$ cat src/hdl/cst_pkg.sv
// Package for the token scanner: types, codes and decode functions.
// No dependencies.
`timescale 1ns / 1ps
package cst_pkg;
  typedef enum logic [3:0] {
    M_START, M_EQ, M_LT, M_GT, M_BANG, M_SLASH, M_COMMENT, M_CSTAR,
    M_STRING, M_IDENT, M_INT, M_FLOAT, M_DONE
  } scan_mode_t;

  localparam logic [4:0] T_EOF = 5'd0, T_ERR = 5'd1, T_ID = 5'd2, T_KW = 5'd3,
    T_INT = 5'd4, T_FLT = 5'd5, T_STR = 5'd6, T_REL = 5'd7, T_ADD = 5'd8,
    T_MUL = 5'd9, T_ASG = 5'd10, T_SEMI = 5'd11, T_COMMA = 5'd12,
    T_LBRACE = 5'd13, T_RBRACE = 5'd14, T_LPAREN = 5'd15, T_RPAREN = 5'd16;

  localparam logic [3:0] S_EQ = 4'd0, S_NE = 4'd1, S_LT = 4'd2, S_LE = 4'd3,
    S_GT = 4'd4, S_GE = 4'd5, S_PLUS = 4'd0, S_MINUS = 4'd1, S_TIMES = 4'd0,
    S_DIV = 4'd1, S_MOD = 4'd2;

  localparam logic [7:0] RESET_MAX_STR = 8'd80;

  // classified input, front to back
  typedef struct packed {
    logic       eof;
    logic [7:0] ch;
    logic       is_alpha;
    logic       is_digit;
    logic       is_word;
  } cls_item_t;

  // keyword lookup: window of 8 bytes, length; returns hit and index
  function automatic logic [4:0] kw_lookup(input logic [63:0] w, input logic [7:0] n);
    logic [4:0] r;
    r = 5'd0;
    unique case (n)
      8'd2: if (w[15:0] == "fi") r = {1'b1, 4'd2};
      8'd3: if (w[23:0] == "tni") r = {1'b1, 4'd0};
      8'd4: begin
        if (w[31:0] == "esle") r = {1'b1, 4'd3};
        else if (w[31:0] == "diov") r = {1'b1, 4'd8};
      end
      8'd5: begin
        if (w[39:0] == "taolf") r = {1'b1, 4'd1};
        else if (w[39:0] == "elihw") r = {1'b1, 4'd4};
        else if (w[39:0] == "kaerb") r = {1'b1, 4'd5};
      end
      8'd6: if (w[47:0] == "nruter") r = {1'b1, 4'd7};
      8'd8: if (w == "eunitnoc") r = {1'b1, 4'd6};
      default: r = 5'd0;
    endcase
    return r;
  endfunction
endpackage

$ cat src/hdl/c_subset_token_scanner_unit.sv
// Usage: one source byte per request on in_*, tokens and text bytes on out_*.
// in_end_of_input marks the end of the source; char_code is then ignored.
// One byte gives zero, one or two results (a pushed-back character is
// rescanned in the same cycle). A byte is taken every cycle when the
// receiver keeps up; from input to first result a byte passes the
// classifier queue, then the scan step into the four-slot result queue.
// The scan step waits while fewer than two result slots are free, so a
// stalled receiver fills the queues and then raises in_stall.
// cfg_wr_en writes max_string_length from cfg_wr_data; write only when idle.
// Reset (rst_n low, synchronous): start mode, line 1, queues empty,
// limit 80. Depends on cst_pkg, cst_front and cst_back.
`timescale 1ns / 1ps
module c_subset_token_scanner_unit #(
  parameter int LINE_BITS  = 24,
  parameter int VALUE_BITS = 31
) (
  input  logic                  clk,
  input  logic                  rst_n,
  input  logic                  in_valid,
  output logic                  in_stall,
  input  logic [7:0]            in_char_code,
  input  logic                  in_end_of_input,
  output logic                  out_valid,
  input  logic                  out_stall,
  output logic                  out_result_kind,
  output logic [4:0]            out_token_type,
  output logic [3:0]            out_sub_code,
  output logic [LINE_BITS-1:0]  out_line_of_token,
  output logic [VALUE_BITS-1:0] out_number_value,
  output logic [7:0]            out_fraction_digits,
  output logic [7:0]            out_text_length,
  output logic [7:0]            out_text_byte,
  input  logic                  cfg_wr_en,
  input  logic [7:0]            cfg_wr_data
);
  import cst_pkg::*;
  logic       q_valid, q_pop;
  cls_item_t  q_item;
  logic [7:0] max_len_r;

  // string length limit register
  always_ff @(posedge clk) begin
    if (!rst_n) max_len_r <= RESET_MAX_STR;
    else if (cfg_wr_en) max_len_r <= cfg_wr_data;
  end

  cst_front u_front (
    .clk, .rst_n, .in_valid, .in_stall, .in_char_code, .in_end_of_input,
    .q_valid, .q_item, .q_pop
  );

  cst_back #(.LINE_BITS(LINE_BITS), .VALUE_BITS(VALUE_BITS)) u_back (
    .clk, .rst_n, .q_valid, .q_item, .q_pop, .max_len(max_len_r),
    .out_valid, .out_stall, .out_result_kind, .out_token_type, .out_sub_code,
    .out_line_of_token, .out_number_value, .out_fraction_digits,
    .out_text_length, .out_text_byte
  );
endmodule

$ cat src/hdl/cst_front.sv
// Front end: accepts source bytes and classifies them into a small queue.
// Depends on cst_pkg.
`timescale 1ns / 1ps
module cst_front (
  input  logic              clk,
  input  logic              rst_n,
  input  logic              in_valid,
  output logic              in_stall,
  input  logic [7:0]        in_char_code,
  input  logic              in_end_of_input,
  output logic              q_valid,
  output cst_pkg::cls_item_t q_item,
  input  logic              q_pop
);
  import cst_pkg::*;
  // two-entry queue
  cls_item_t mem_r [2];
  cls_item_t mem_nxt0, mem_nxt1, cls;
  logic [1:0] cnt_r, cnt_nxt;
  logic       push;

  always_comb begin
    cls.eof = in_end_of_input;
    cls.ch = in_char_code;
    cls.is_alpha = (in_char_code >= "a" && in_char_code <= "z") ||
                   (in_char_code >= "A" && in_char_code <= "Z");
    cls.is_digit = in_char_code >= "0" && in_char_code <= "9";
    cls.is_word = cls.is_alpha || cls.is_digit || in_char_code == "_";
  end

  assign in_stall = (cnt_r == 2'd2);
  assign push = in_valid && !in_stall;
  assign q_valid = (cnt_r != 2'd0);
  assign q_item = mem_r[0];

  always_comb begin
    mem_nxt0 = mem_r[0];
    mem_nxt1 = mem_r[1];
    cnt_nxt = cnt_r + {1'b0, push} - {1'b0, q_pop};
    if (q_pop) mem_nxt0 = mem_r[1];
    if (push) begin
      if (cnt_nxt == 2'd1) mem_nxt0 = cls;
      else mem_nxt1 = cls;
    end
  end

  always_ff @(posedge clk) begin
    if (!rst_n) cnt_r <= 2'd0;
    else cnt_r <= cnt_nxt;
    mem_r[0] <= mem_nxt0;
    mem_r[1] <= mem_nxt1;
  end
endmodule

$ cat src/hdl/cst_back.sv
// Back end: scan state machine, up to two results per item, output queue.
// Depends on cst_pkg.
`timescale 1ns / 1ps
module cst_back #(
  parameter int LINE_BITS  = 24,
  parameter int VALUE_BITS = 31
) (
  input  logic                  clk,
  input  logic                  rst_n,
  input  logic                  q_valid,
  input  cst_pkg::cls_item_t    q_item,
  output logic                  q_pop,
  input  logic [7:0]            max_len,
  output logic                  out_valid,
  input  logic                  out_stall,
  output logic                  out_result_kind,
  output logic [4:0]            out_token_type,
  output logic [3:0]            out_sub_code,
  output logic [LINE_BITS-1:0]  out_line_of_token,
  output logic [VALUE_BITS-1:0] out_number_value,
  output logic [7:0]            out_fraction_digits,
  output logic [7:0]            out_text_length,
  output logic [7:0]            out_text_byte
);
  import cst_pkg::*;
  localparam logic [LINE_BITS-1:0]  LMAX = {LINE_BITS{1'b1}};
  localparam logic [LINE_BITS-1:0]  LONE = {{(LINE_BITS-1){1'b0}}, 1'b1};
  localparam logic [VALUE_BITS-1:0] VMAX = {VALUE_BITS{1'b1}};

  typedef struct packed {
    logic                  kind;
    logic [4:0]            typ;
    logic [3:0]            sub;
    logic [LINE_BITS-1:0]  line;
    logic [VALUE_BITS-1:0] val;
    logic [7:0]            frac;
    logic [7:0]            len;
    logic [7:0]            byt;
  } res_t;

  scan_mode_t mode_r, mode_nxt;
  logic [LINE_BITS-1:0]  line_r, line_nxt, sline_r, sline_nxt;
  logic [VALUE_BITS-1:0] val_r, val_nxt;
  logic [7:0] len_r, len_nxt, frac_r, frac_nxt;
  logic [63:0] kw_r, kw_nxt;

  // output queue: four result slots
  res_t oq_r [4];
  logic [1:0] rd_r, wr_r;
  logic [2:0] ocnt_r;
  res_t r0, r1;
  logic [1:0] nres;
  logic       step, opop;

  // digit accumulate with saturation: val*10+d, compared against max
  function automatic logic [VALUE_BITS-1:0] add_dig(input logic [VALUE_BITS-1:0] v,
                                                   input logic [7:0] c);
    logic [VALUE_BITS+4:0] t;
    t = {2'b00, v, 3'b000} + {4'b0000, v, 1'b0} + {{(VALUE_BITS+1){1'b0}}, c[3:0]};
    if (t > {5'd0, VMAX}) return VMAX;
    return t[VALUE_BITS-1:0];
  endfunction

  function automatic res_t mk(input logic [4:0] ty, input logic [3:0] sb,
                              input logic [LINE_BITS-1:0] ln, input logic [7:0] ln8,
                              input logic [7:0] b);
    res_t r;
    r = '0;
    r.typ = ty; r.sub = sb; r.line = ln; r.len = ln8; r.byt = b;
    return r;
  endfunction

  // one pass of the scanner on the current state; rescan runs start logic
  always_comb begin
    logic [7:0] c;
    logic e, again, w, inc;
    logic [4:0] kw;
    c = q_item.ch; e = q_item.eof; again = 1'b0;
    w = q_item.is_word;
    kw = kw_lookup(kw_r, len_r);
    mode_nxt = mode_r; line_nxt = line_r; sline_nxt = sline_r; val_nxt = val_r;
    len_nxt = len_r; frac_nxt = frac_r; kw_nxt = kw_r;
    r0 = '0; r1 = '0; nres = 2'd0; inc = 1'b0;
    unique case (mode_r)
      M_EQ, M_LT, M_GT, M_BANG: begin
        mode_nxt = M_START; nres = 2'd1;
        if (!e && c == "=") begin
          unique case (mode_r)
            M_EQ: r0 = mk(T_REL, S_EQ, line_r, 8'd0, 8'd0);
            M_LT: r0 = mk(T_REL, S_LE, line_r, 8'd0, 8'd0);
            M_GT: r0 = mk(T_REL, S_GE, line_r, 8'd0, 8'd0);
            default: r0 = mk(T_REL, S_NE, line_r, 8'd0, 8'd0);
          endcase
        end else begin
          again = 1'b1;
          unique case (mode_r)
            M_EQ: r0 = mk(T_ASG, 4'd0, line_r, 8'd0, 8'd0);
            M_LT: r0 = mk(T_REL, S_LT, line_r, 8'd0, 8'd0);
            M_GT: r0 = mk(T_REL, S_GT, line_r, 8'd0, 8'd0);
            default: r0 = mk(T_ERR, 4'd0, line_r, 8'd1, "!");
          endcase
        end
      end
      M_SLASH: begin
        if (!e && c == "*") mode_nxt = M_COMMENT;
        else begin
          mode_nxt = M_START; again = 1'b1; nres = 2'd1;
          r0 = mk(T_MUL, S_DIV, line_r, 8'd0, 8'd0);
        end
      end
      M_COMMENT, M_CSTAR: begin
        if (e) begin
          mode_nxt = M_DONE; nres = 2'd1; r0 = mk(T_EOF, 4'd0, line_r, 8'd0, 8'd0);
        end else if (c == "*") mode_nxt = M_CSTAR;
        else if (c == "/" && mode_r == M_CSTAR) mode_nxt = M_START;
        else begin
          mode_nxt = M_COMMENT; inc = (c == 8'h0a);
        end
      end
      M_STRING: begin
        if (e) begin
          mode_nxt = M_DONE; nres = 2'd1; r0 = mk(T_EOF, 4'd0, line_r, 8'd0, 8'd0);
        end else if (c == "\"") begin
          mode_nxt = M_START; nres = 2'd1; r0 = mk(T_STR, 4'd0, line_r, len_r, 8'd0);
        end else if (len_r >= max_len) begin
          mode_nxt = M_START; again = 1'b1; nres = 2'd1;
          r0 = mk(T_ERR, 4'd0, line_r, len_r, 8'd0);
        end else begin
          inc = (c == 8'h0a);
          len_nxt = (len_r == 8'hff) ? len_r : len_r + 8'd1;
          nres = 2'd1; r0 = mk(T_STR, 4'd0, sline_r, len_nxt, c); r0.kind = 1'b1;
        end
      end
      M_IDENT: begin
        nres = 2'd1;
        if (!e && w) begin
          if (len_r < 8'd8) kw_nxt[len_r[2:0]*8 +: 8] = c;
          len_nxt = (len_r == 8'hff) ? len_r : len_r + 8'd1;
          r0 = mk(T_ID, 4'd0, sline_r, len_nxt, c); r0.kind = 1'b1;
        end else begin
          again = 1'b1; mode_nxt = M_START;
          r0 = kw[4] ? mk(T_KW, kw[3:0], sline_r, len_r, 8'd0)
                     : mk(T_ID, 4'd0, sline_r, len_r, 8'd0);
        end
      end
      M_INT, M_FLOAT: begin
        nres = 2'd1;
        if (!e && q_item.is_digit) begin
          val_nxt = add_dig(val_r, c);
          if (mode_r == M_FLOAT && frac_r != 8'hff) frac_nxt = frac_r + 8'd1;
          len_nxt = (len_r == 8'hff) ? len_r : len_r + 8'd1;
          r0 = mk((mode_r == M_INT) ? T_INT : T_FLT, 4'd0, sline_r, len_nxt, c);
          r0.kind = 1'b1;
        end else if (!e && c == "." && mode_r == M_INT) begin
          mode_nxt = M_FLOAT; frac_nxt = 8'd0;
          len_nxt = (len_r == 8'hff) ? len_r : len_r + 8'd1;
          r0 = mk(T_FLT, 4'd0, sline_r, len_nxt, c); r0.kind = 1'b1;
        end else begin
          again = 1'b1; mode_nxt = M_START;
          r0 = mk((mode_r == M_INT) ? T_INT : T_FLT, 4'd0, sline_r, len_r, 8'd0);
          r0.val = val_r;
          if (mode_r == M_FLOAT) r0.frac = frac_r;
        end
      end
      M_DONE: begin
        nres = 2'd1; r0 = mk(T_EOF, 4'd0, line_r, 8'd0, 8'd0);
      end
      default: again = 1'b1;
    endcase
    // start-mode scan, first pass or rescan
    if (mode_r == M_START || again) begin
      res_t rs;
      logic has;
      logic [LINE_BITS-1:0] ln;
      rs = '0; has = 1'b1;
      ln = line_r;
      mode_nxt = M_START;
      if (e) begin
        rs = mk(T_EOF, 4'd0, ln, 8'd0, 8'd0); mode_nxt = M_DONE;
      end else begin
        case (c)
          "=": begin has = 1'b0; mode_nxt = M_EQ; end
          "<": begin has = 1'b0; mode_nxt = M_LT; end
          ">": begin has = 1'b0; mode_nxt = M_GT; end
          "!": begin has = 1'b0; mode_nxt = M_BANG; end
          "/": begin has = 1'b0; mode_nxt = M_SLASH; end
          "*": rs = mk(T_MUL, S_TIMES, ln, 8'd0, 8'd0);
          "%": rs = mk(T_MUL, S_MOD, ln, 8'd0, 8'd0);
          "+": rs = mk(T_ADD, S_PLUS, ln, 8'd0, 8'd0);
          "-": rs = mk(T_ADD, S_MINUS, ln, 8'd0, 8'd0);
          ";": rs = mk(T_SEMI, 4'd0, ln, 8'd0, 8'd0);
          ",": rs = mk(T_COMMA, 4'd0, ln, 8'd0, 8'd0);
          "{": rs = mk(T_LBRACE, 4'd0, ln, 8'd0, 8'd0);
          "}": rs = mk(T_RBRACE, 4'd0, ln, 8'd0, 8'd0);
          "(": rs = mk(T_LPAREN, 4'd0, ln, 8'd0, 8'd0);
          ")": rs = mk(T_RPAREN, 4'd0, ln, 8'd0, 8'd0);
          "\"": begin
            has = 1'b0; mode_nxt = M_STRING; len_nxt = 8'd0; sline_nxt = ln;
          end
          " ", 8'h09: has = 1'b0;
          8'h0a: begin has = 1'b0; inc = 1'b1; end
          default: begin
            if (q_item.is_alpha || c == "_") begin
              mode_nxt = M_IDENT; len_nxt = 8'd1; val_nxt = '0; frac_nxt = 8'd0;
              sline_nxt = ln; kw_nxt[7:0] = c;
              rs = mk(T_ID, 4'd0, ln, 8'd1, c); rs.kind = 1'b1;
            end else if (q_item.is_digit) begin
              mode_nxt = M_INT; len_nxt = 8'd1; frac_nxt = 8'd0; sline_nxt = ln;
              val_nxt = add_dig('0, c);
              rs = mk(T_INT, 4'd0, ln, 8'd1, c); rs.kind = 1'b1;
            end else rs = mk(T_ERR, 4'd0, ln, 8'd1, c);
          end
        endcase
      end
      // second slot only when the first pass already gave a result
      if (has) begin
        if (nres != 2'd0) begin r1 = rs; nres = 2'd2; end
        else begin r0 = rs; nres = 2'd1; end
      end
    end
    if (inc && line_r != LMAX) line_nxt = line_r + LONE;
  end

  // take an item only when at least two result slots are free
  assign opop = out_valid && !out_stall;
  assign step = q_valid && (ocnt_r <= 3'd2);
  assign q_pop = step;
  assign out_valid = (ocnt_r != 3'd0);

  always_ff @(posedge clk) begin
    if (!rst_n) begin
      mode_r <= M_START; line_r <= LONE;
      sline_r <= LONE;
      val_r <= '0; len_r <= 8'd0; frac_r <= 8'd0;
      rd_r <= 2'd0; wr_r <= 2'd0; ocnt_r <= 3'd0;
    end else begin
      if (step) begin
        mode_r <= mode_nxt; line_r <= line_nxt; sline_r <= sline_nxt;
        val_r <= val_nxt; len_r <= len_nxt; frac_r <= frac_nxt;
        wr_r <= wr_r + nres;
      end
      if (opop) rd_r <= rd_r + 2'd1;
      ocnt_r <= ocnt_r + (step ? {1'b0, nres} : 3'd0) - {2'b0, opop};
    end
  end

  // result slots and keyword window are payload
  always_ff @(posedge clk) begin
    if (step) begin
      kw_r <= kw_nxt;
      if (nres != 2'd0) oq_r[wr_r] <= r0;
      if (nres == 2'd2) oq_r[wr_r + 2'd1] <= r1;
    end
  end

  assign out_result_kind     = oq_r[rd_r].kind;
  assign out_token_type      = oq_r[rd_r].typ;
  assign out_sub_code        = oq_r[rd_r].sub;
  assign out_line_of_token   = oq_r[rd_r].line;
  assign out_number_value    = oq_r[rd_r].val;
  assign out_fraction_digits = oq_r[rd_r].frac;
  assign out_text_length     = oq_r[rd_r].len;
  assign out_text_byte       = oq_r[rd_r].byt;
endmodule

$ cat config.mk
export PLATFORM = sky130hd
export DESIGN_NAME = c_subset_token_scanner_unit
export DESIGN_NICKNAME = d
export VERILOG_FILES = /design/src/hdl/cst_pkg.sv /design/src/hdl/c_subset_token_scanner_unit.sv /design/src/hdl/cst_front.sv /design/src/hdl/cst_back.sv
export SDC_FILE = /design/constraint.sdc
export NUM_CORES = 1
export LEC_CHECK = 0
export ABC_CLOCK_PERIOD_IN_PS = 10050
export CORE_AREA = 4 4 204 255
export DETAILED_ROUTE_END_ITERATION = 10
export DIE_AREA = 0 0 208 259
export DONT_BUFFER_PORTS = 1
export PLACE_DENSITY = 0.71
export SLEW_MARGIN = 25
export SYNTH_ARGS = -nofsm -noshare
export SYNTH_HDL_FRONTEND = slang
export SYNTH_HIERARCHICAL = 1
export SYNTH_SLANG_ARGS = --single-unit
$ cat constraint.sdc
create_clock -name clk -period 10.05 [get_ports clk]
set_clock_uncertainty 0.1 [all_clocks]
set_input_delay 2.5125 -clock clk [delete_from_list [all_inputs] [get_ports clk]]
set_output_delay 2.5125 -clock clk [all_outputs]
set_load 0.02 [all_outputs]
==> flow_summary.json, run 1 <==
{
  "result_of_the_run": "finished clean",
  "end_kind": "flip-flop",
  "area_growth_pct": 6.825,
  "fill_cell_total_of_the_finished_layout": 4026,
  "maximum_single_stage_delay_on_the_critical_path_ps": 830,
  "avgViaCountPerCell": 6.775,
  "fin_tns_setup_ps": 0,
  "grt_max_degree": 97,
  "cts_root_buffer": "clkbuf_16",
  "post-cts-setup-buffers": 0,
  "synth-edff-count": 240,
  "cts_resized": 0,
  "antenna_cells_inserted": 0,
  "detail_route.drc_violations": 0,
  "cts_tree": "built",
  "syn_nets": 2843,
  "syn_area_per_cell_um2": 10.41,
  "crit_type": "flip-flop to flip-flop",
  "worst_r2r_endpoint": "u_back/oq_r[3][7]",
  "power.density_nw_per_um2": 249.0,
  "yosys.cell_types.count": 102,
  "die_area_um2": 53870,
  "track_usage_pct": 29.37,
  "hp-class": "flip-flop to flip-flop",
  "finalSetupViolations": 0,
  "critPathLaunchType": "flip-flop",
  "maximum_capacitance_violations": 0,
  "core_area_um2": 49410,
  "p_leak_nw": 10.31,
  "postSynth.asyncResetShare_pct": 0,
  "io_buffers": 0,
  "period_needed_ps": 5875,
  "postRouteAntennaNets": 0,
  "path_buf_inv": 3,
  "fin_crit_sh_pct": 58.46,
  "grt_first_pass_wirelength_um": 127100,
  "vdd_drop_max_v": 0.0002457,
  "layout_common_cells": "dfxtp_1 (320), nand3_1 (245), o21ai_0 (241)",
  "max-clock-path-buffers": 3,
  "timing_hold_violations_final": 0,
  "die_y_um": 259,
  "synth_area_um2": 28450,
  "setup_slack_ps": 4175,
  "grt_setup_unrepaired": "no",
  "crit_fanout": 96,
  "reg2reg_setup_slack_ps": 4170,
  "finalMaxSlewViolations": 0,
  "cts.clk_slew.worst_paths_ps": 70,
  "nNetsFinal": 2705,
  "r2r.worst_path.cells": 13,
  "detail_route.iter0.violations": 2373,
  "drive_above_1_share_pct": 10.55,
  "drt_pass1_iterations": 6,
  "achievable-frequency_ghz": 0.1702,
  "cts_htree_levels": 2,
  "synth-warning-count": 6,
  "ys_dominant_reg_cell": "dfxtp_1",
  "vias": 22270,
  "yosys_register_bits": 562,
  "postCtsHoldBufs": 0,
  "worstSetupPathDepth": 13,
  "numCtsBuffers": 52,
  "grt_remaining_overflow": 0,
  "endpoint": "u_back/oq_r[3][7]",
  "initial_antenna_violation_count": 0,
  "path_cells": "or4b_1 > nor4_1 > o21ai_1 > a21boi_1 > or2_1 > inv_2 > ha_1 > nor2_1 > o21ai_2 > o2111ai_4 > buf_4 > nand2_2 > buf_4",
  "place.gp.congestion": 0.9867,
  "routed_wirelength_um": 81230,
  "reg2reg_from": "u_front/mem_r[0][8]",
  "via_count_of_the_first_global_routing_pass": 22180,
  "worst-endpoint-arrival_ps": 6080,
  "crit_path_frequent_cell": "buf_4",
  "die_w_um": 208,
  "clkLatencyLatePin_ps": 610,
  "max_slew.worst_pin.slew_ps": 1056,
  "placement.setup.worst_slack_ps": 4248,
  "clock_sink_count": 562,
  "placementRows": 91,
  "detailed_place_hpwl_um": 52920,
  "max-slew-margin-rel_pct": 29.62,
  "critical-path-top-delay-family": "simple AND/OR/NAND/NOR gates",
  "netlist_instances": 2734,
  "initial_core_util_pct": 57.57,
  "io_pins": 113,
  "crit_path_top_delay_cell": "buf_4",
  "mostFrequentLayoutCell": "dfxtp_1",
  "sequential_cell_area_fraction_in_the_yosys_report_pct": 47.99,
  "worst_ep_required_time_ps": 10250,
  "detail_route.wl_per_cell_um": 24.71,
  "crit_start": "u_front/mem_r[0][8]"
}
metrics by stage:
| step | std cells | instance area, µm² | hold slack, ps | utilization [%] | total power, mW |
|---|---|---|---|---|---|
| floorplan | 2734 | 28450 | 335.0 | - | 4.821 |
| global placement | 3192 | 28580 | 344.0 | 57.84 | 5.485 |
| detailed placement | 3192 | 28600 | 353.0 | 57.88 | 5.536 |
| CTS | 3286 | 30360 | 362.2 | 61.44 | 7.564 |
| global route | 3287 | 30390 | 385.6 | 61.50 | 7.883 |
| finish | 3287 | 30390 | 359.8 | 61.50 | 7.567 |
worst min-delay path by stage:
stage	startpoint	end	slack [ps]	cells past startpoint
after floorplan	u_back/oq_r[1][11]	u_back/oq_r[1][11]	340	2
after global placement	u_back/oq_r[2][53]	u_back/oq_r[2][53]	340	2
after detailed placement	u_back/oq_r[0][9]	u_back/oq_r[0][9]	350	2
after CTS	u_back/oq_r[0][9]	u_back/oq_r[0][9]	360	2
after global routing	u_back/oq_r[0][13]	u_back/oq_r[0][13]	390	2
final	u_back/oq_r[0][11]	u_back/oq_r[0][11]	360	2
sequential cells by signal, summed over array words and instances (netlist names), 3 cells and up, named ones only:
name,flops
u_back/sline_r,24
max_len_r,8
u_front/mem_r,24
u_back/kw_r,64
u_back/frac_r,8
u_back/line_r,24
u_back/oq_r,356
u_back/len_r,8
u_back/mode_r,4
u_back/val_r,31
u_back/ocnt_r,3
per-layer routing:
layer	share of wire (%)	track usage, %	up-vias
li1	-	-	10090
met1	37	35.98	10950
met2	50	50.75	1026
met3	7.3	5.137	207
met4	5.2	13.76	0
met5	0	0	-
cell families (layout without fill, tap and decap cells):
family	after synthesis	after routing	synth area share, %
muxes	146	146	9.117
AOI/OAI and AO/OA	684	684	16.55
and+or+nand+nor	915	915	16.47
buffers and inverters	288	190	4.358
DFF	562	562	47.99
adders and majority gates	87	87	3.905
xor gates and xnor gates	52	52	1.601
worst min-delay path, cell delays in order (launching register included):
cell	delay, ps
dfxtp_1	310
nand3_1	50
o21ai_1	50
synthesized netlist by cell type (all sizes together), types with 6 or more instances:
master | count | area share (%)
mux4 | 89 | 7.0
a221o | 6 | 0.21
a21oi | 81 | 1.4
o211ai | 17 | 0.50
and4 | 7 | 0.22
a22oi | 7 | 0.18
clkbuf | 137 | 1.8
or4 | 6 | 0.18
inv | 52 | 0.69
nand2 | 181 | 2.4
nor2 | 166 | 2.3
mux2 | 12 | 0.49
a22o | 21 | 0.65
dfxtp | 322 | 23
buf | 96 | 1.8
or3 | 25 | 0.55
edfxtp | 240 | 25
o31ai | 7 | 0.18
o21ai | 264 | 4.7
a211oi | 14 | 0.37
a311oi | 7 | 0.28
o22ai | 45 | 1.1
xnor2 | 35 | 1.1
nor3 | 57 | 1.0
mux2i | 45 | 1.6
a21o | 23 | 0.61
or2 | 8 | 0.18
nand2b | 18 | 0.40
o21bai | 6 | 0.16
nand4b | 11 | 0.34
a31oi | 19 | 0.47
xor2 | 17 | 0.52
nor4 | 28 | 0.62
and3 | 25 | 0.55
o2bb2ai | 7 | 0.28
nand4 | 20 | 0.44
a32o | 97 | 3.4
nand3 | 248 | 4.4
nor2b | 22 | 0.48
o21a | 7 | 0.18
nand3b | 11 | 0.29
and2 | 58 | 1.3
ha | 84 | 3.7
power breakdown:
group          internal (mW)  switching, mW
combinational          0.738           1.86
clock                   1.17          0.874
sequential              2.70          0.232
layout make-up:
type                       count  area [µm²]  area share (%)
clock buffer                  68        1444           4.751
inverter                      55       206.4          0.6793
tap                          651       814.5           2.680
timing repair buffer          41       327.8           1.079
clock inverter                26       311.5           1.025
sequential                   562       13660           44.95
multi-input combinational   1884       13630           44.84
Power figures use the tool's default switching activity.
==> run 2: changes to the inputs <==
Settings changed: ABC_CLOCK_PERIOD_IN_PS 10050 to 5500.
Clock period 10.05 ns to 5.5 ns, I/O delays scaled along.
==> run 2 against run 1 <==
Compared with the run above: clock-buffer cell count grew 13; global-route usage grew 0.15 points; cell count grew 1.1%; sequential power grew 80%; routed wire length grew 1.3%; final area grew 1.5%; via count grew 0.88%; non-clock buffer count grew 31; fmax grew 28%; critical path depth grew 1; sequential share of layout area shrank 0.66 points; combinational power grew 95%; largest cell class unchanged; highest routed layer unchanged.
==> flow_summary.json, run 2 (same netlist as run 1, synthesis figures left out) <==
{
  "timing.hold.worst_endpoint": "u_back/oq_r[2][53]",
  "clkLatencyLatePin_ps": 620,
  "placementRows": 91,
  "avgViaCountPerCell": 6.762,
  "detailed_place_hpwl_um": 54830,
  "fin_crit_sh_pct": 83.74,
  "via_count_of_the_first_global_routing_pass": 21950,
  "r2r.worst_path.cells": 14,
  "hold_path_depth": 2,
  "initial_antenna_violation_count": 0,
  "max-clock-path-buffers": 3,
  "mostFrequentLayoutCell": "dfxtp_1",
  "grt_first_pass_wirelength_um": 127600,
  "io_pins": 113,
  "grt_remaining_overflow": 0,
  "detail_route.drc_violations": 0,
  "layoutNonFillerInstCount": 3322,
  "hp-start": "u_back/oq_r[2][53]",
  "reg2reg_setup_slack_ps": 890,
  "drive_above_1_share_pct": 11.83,
  "place.gp.congestion": 0.9287,
  "cts_htree_levels": 2,
  "drt_pass1_iterations": 8,
  "grt_max_degree": 65,
  "nNetsFinal": 2738,
  "routed_wirelength_um": 82320,
  "cts_tree": "built",
  "core_area_um2": 49410,
  "timing_hold_violations_final": 0,
  "vdd_drop_max_v": 0.0003254,
  "reg2reg_from": "u_front/mem_r[0][6]",
  "fill_cell_total_of_the_finished_layout": 4031,
  "cts_root_buffer": "clkbuf_16",
  "track_usage_pct": 29.52,
  "worst-endpoint-arrival_ps": 5050,
  "detail_route.iter0.violations": 2248,
  "io_buffers": 0,
  "die_w_um": 208,
  "period_needed_ps": 4605,
  "detail_route.wl_per_cell_um": 24.78,
  "max_slew.worst_pin.slew_ps": 1079,
  "worst_ep_required_time_ps": 5950,
  "crit_type": "flip-flop to flip-flop",
  "grt_setup_unrepaired": "no",
  "vias": 22460,
  "area_growth_pct": 8.413,
  "result_of_the_run": "finished clean",
  "postCtsHoldBufs": 0,
  "achievable-frequency_ghz": 0.2171,
  "maximum_capacitance_violations": 0,
  "worst_r2r_endpoint": "u_back/val_r[15]",
  "layout_common_cells": "dfxtp_1 (320), nand3_1 (245), o21ai_0 (241)",
  "cts.clk_slew.worst_paths_ps": 70,
  "die_y_um": 259,
  "finalSetupViolations": 0,
  "initial_core_util_pct": 57.57,
  "max-slew-margin-rel_pct": 28.06,
  "power.density_nw_per_um2": 461.9,
  "critPathLaunchType": "flip-flop",
  "dp.cells": 3224,
  "antenna_cells_inserted": 0,
  "largest_register_ffs": 356,
  "p_leak_nw": 10.54,
  "cts_resized": 0,
  "clock_sink_count": 562,
  "finalMaxSlewViolations": 0,
  "max_flop_register": "u_back/oq_r",
  "postRouteAntennaNets": 0,
  "end_kind": "flip-flop",
  "largestRegisters": "u_back/oq_r x356, u_back/kw_r x64, u_back/val_r x31",
  "die_area_um2": 53870,
  "crit_fanout": 23,
  "numCtsBuffers": 54,
  "fin_tns_setup_ps": 0,
  "hp-class": "flip-flop to flip-flop",
  "post-cts-setup-buffers": 0
}
## run 2: cell count changes in the layout (fill, tap and decap cells not counted), moves of 2 or more
cell,delta
clkbuf_16,+2
buf_4,+24
buf_12,+8
clkbuf_8,+7
clkinv_2,-4
clkbuf_1,+4
clkinv_1,-7
## run 2: cell type report
type | count | area [µm²] | share of cell area [%]
Timing Repair Buffer | 72 | 640.6 | 2.077
Sequential cell | 562 | 13660 | 44.29
Clock buffer | 81 | 1605 | 5.205
Inverter | 55 | 206.4 | 0.6693
Tap cell | 651 | 814.5 | 2.641
Clock inverter | 17 | 292.8 | 0.9493
Multi-Input combinational cell | 1884 | 13620 | 44.17
## run 2: worst max-delay path by stage
stage	cells after the start	start	endpoint	slack (ps)
finish	14	u_front/mem_r[0][6]	u_back/val_r[15]	890
global route	14	u_front/mem_r[0][6]	u_back/val_r[15]	550
CTS	14	u_front/mem_r[0][6]	u_back/val_r[15]	950
detailed placement	14	u_front/mem_r[0][6]	u_back/val_r[15]	1000
global placement	18	u_back/len_r[0]	u_back/ocnt_r[2]	1080
floorplan	17	u_front/mem_r[0][8]	u_back/oq_r[1][0]	670
## run 2: stage by stage
stage	util, %	power (mW)	hold slack, ps	instance area (µm²)	setup slack [ps]
after detailed placement	58.53	10.34	353.7	28920	1001
after global placement	58.53	10.25	344.8	28920	1083
after CTS	62.37	14.23	362.3	30820	947.1
after floorplan	-	8.809	335.0	28450	672.6
final	62.42	14.25	357.6	30840	894.6
after global routing	62.42	14.83	387.9	30840	551.3
## run 2: where the power goes
part | switching (mW) | internal [mW] | leakage (nW)
registers | 0.343 | 4.93 | 4.78
clock network | 1.61 | 2.31 | 0.926
logic | 3.55 | 1.51 | 4.83
total | 5.50 | 8.75 | 10.5
## run 2: per-layer routing
metal	part of all wire [%]	vias to the layer above	global-route usage, %
met4	4.5	0	12.45
li1	-	10190	-
met1	39	11130	37.85
met5	0	-	0
met3	6.8	173	4.521
met2	49	977	50.28
## run 2: worst max-delay path: stages (launching register included)
cell and delay, ps:
dfxtp_1 330, inv_1 160, fa_1 630, inv_1 60, ha_1 300, a211oi_1 80, o21ai_0 440, o2111ai_1 260
a2111oi_0 570, o31a_1 290, a41oi_1 210, xor2_1 190, buf_4 240, a21oi_1 470, a221o_1 200
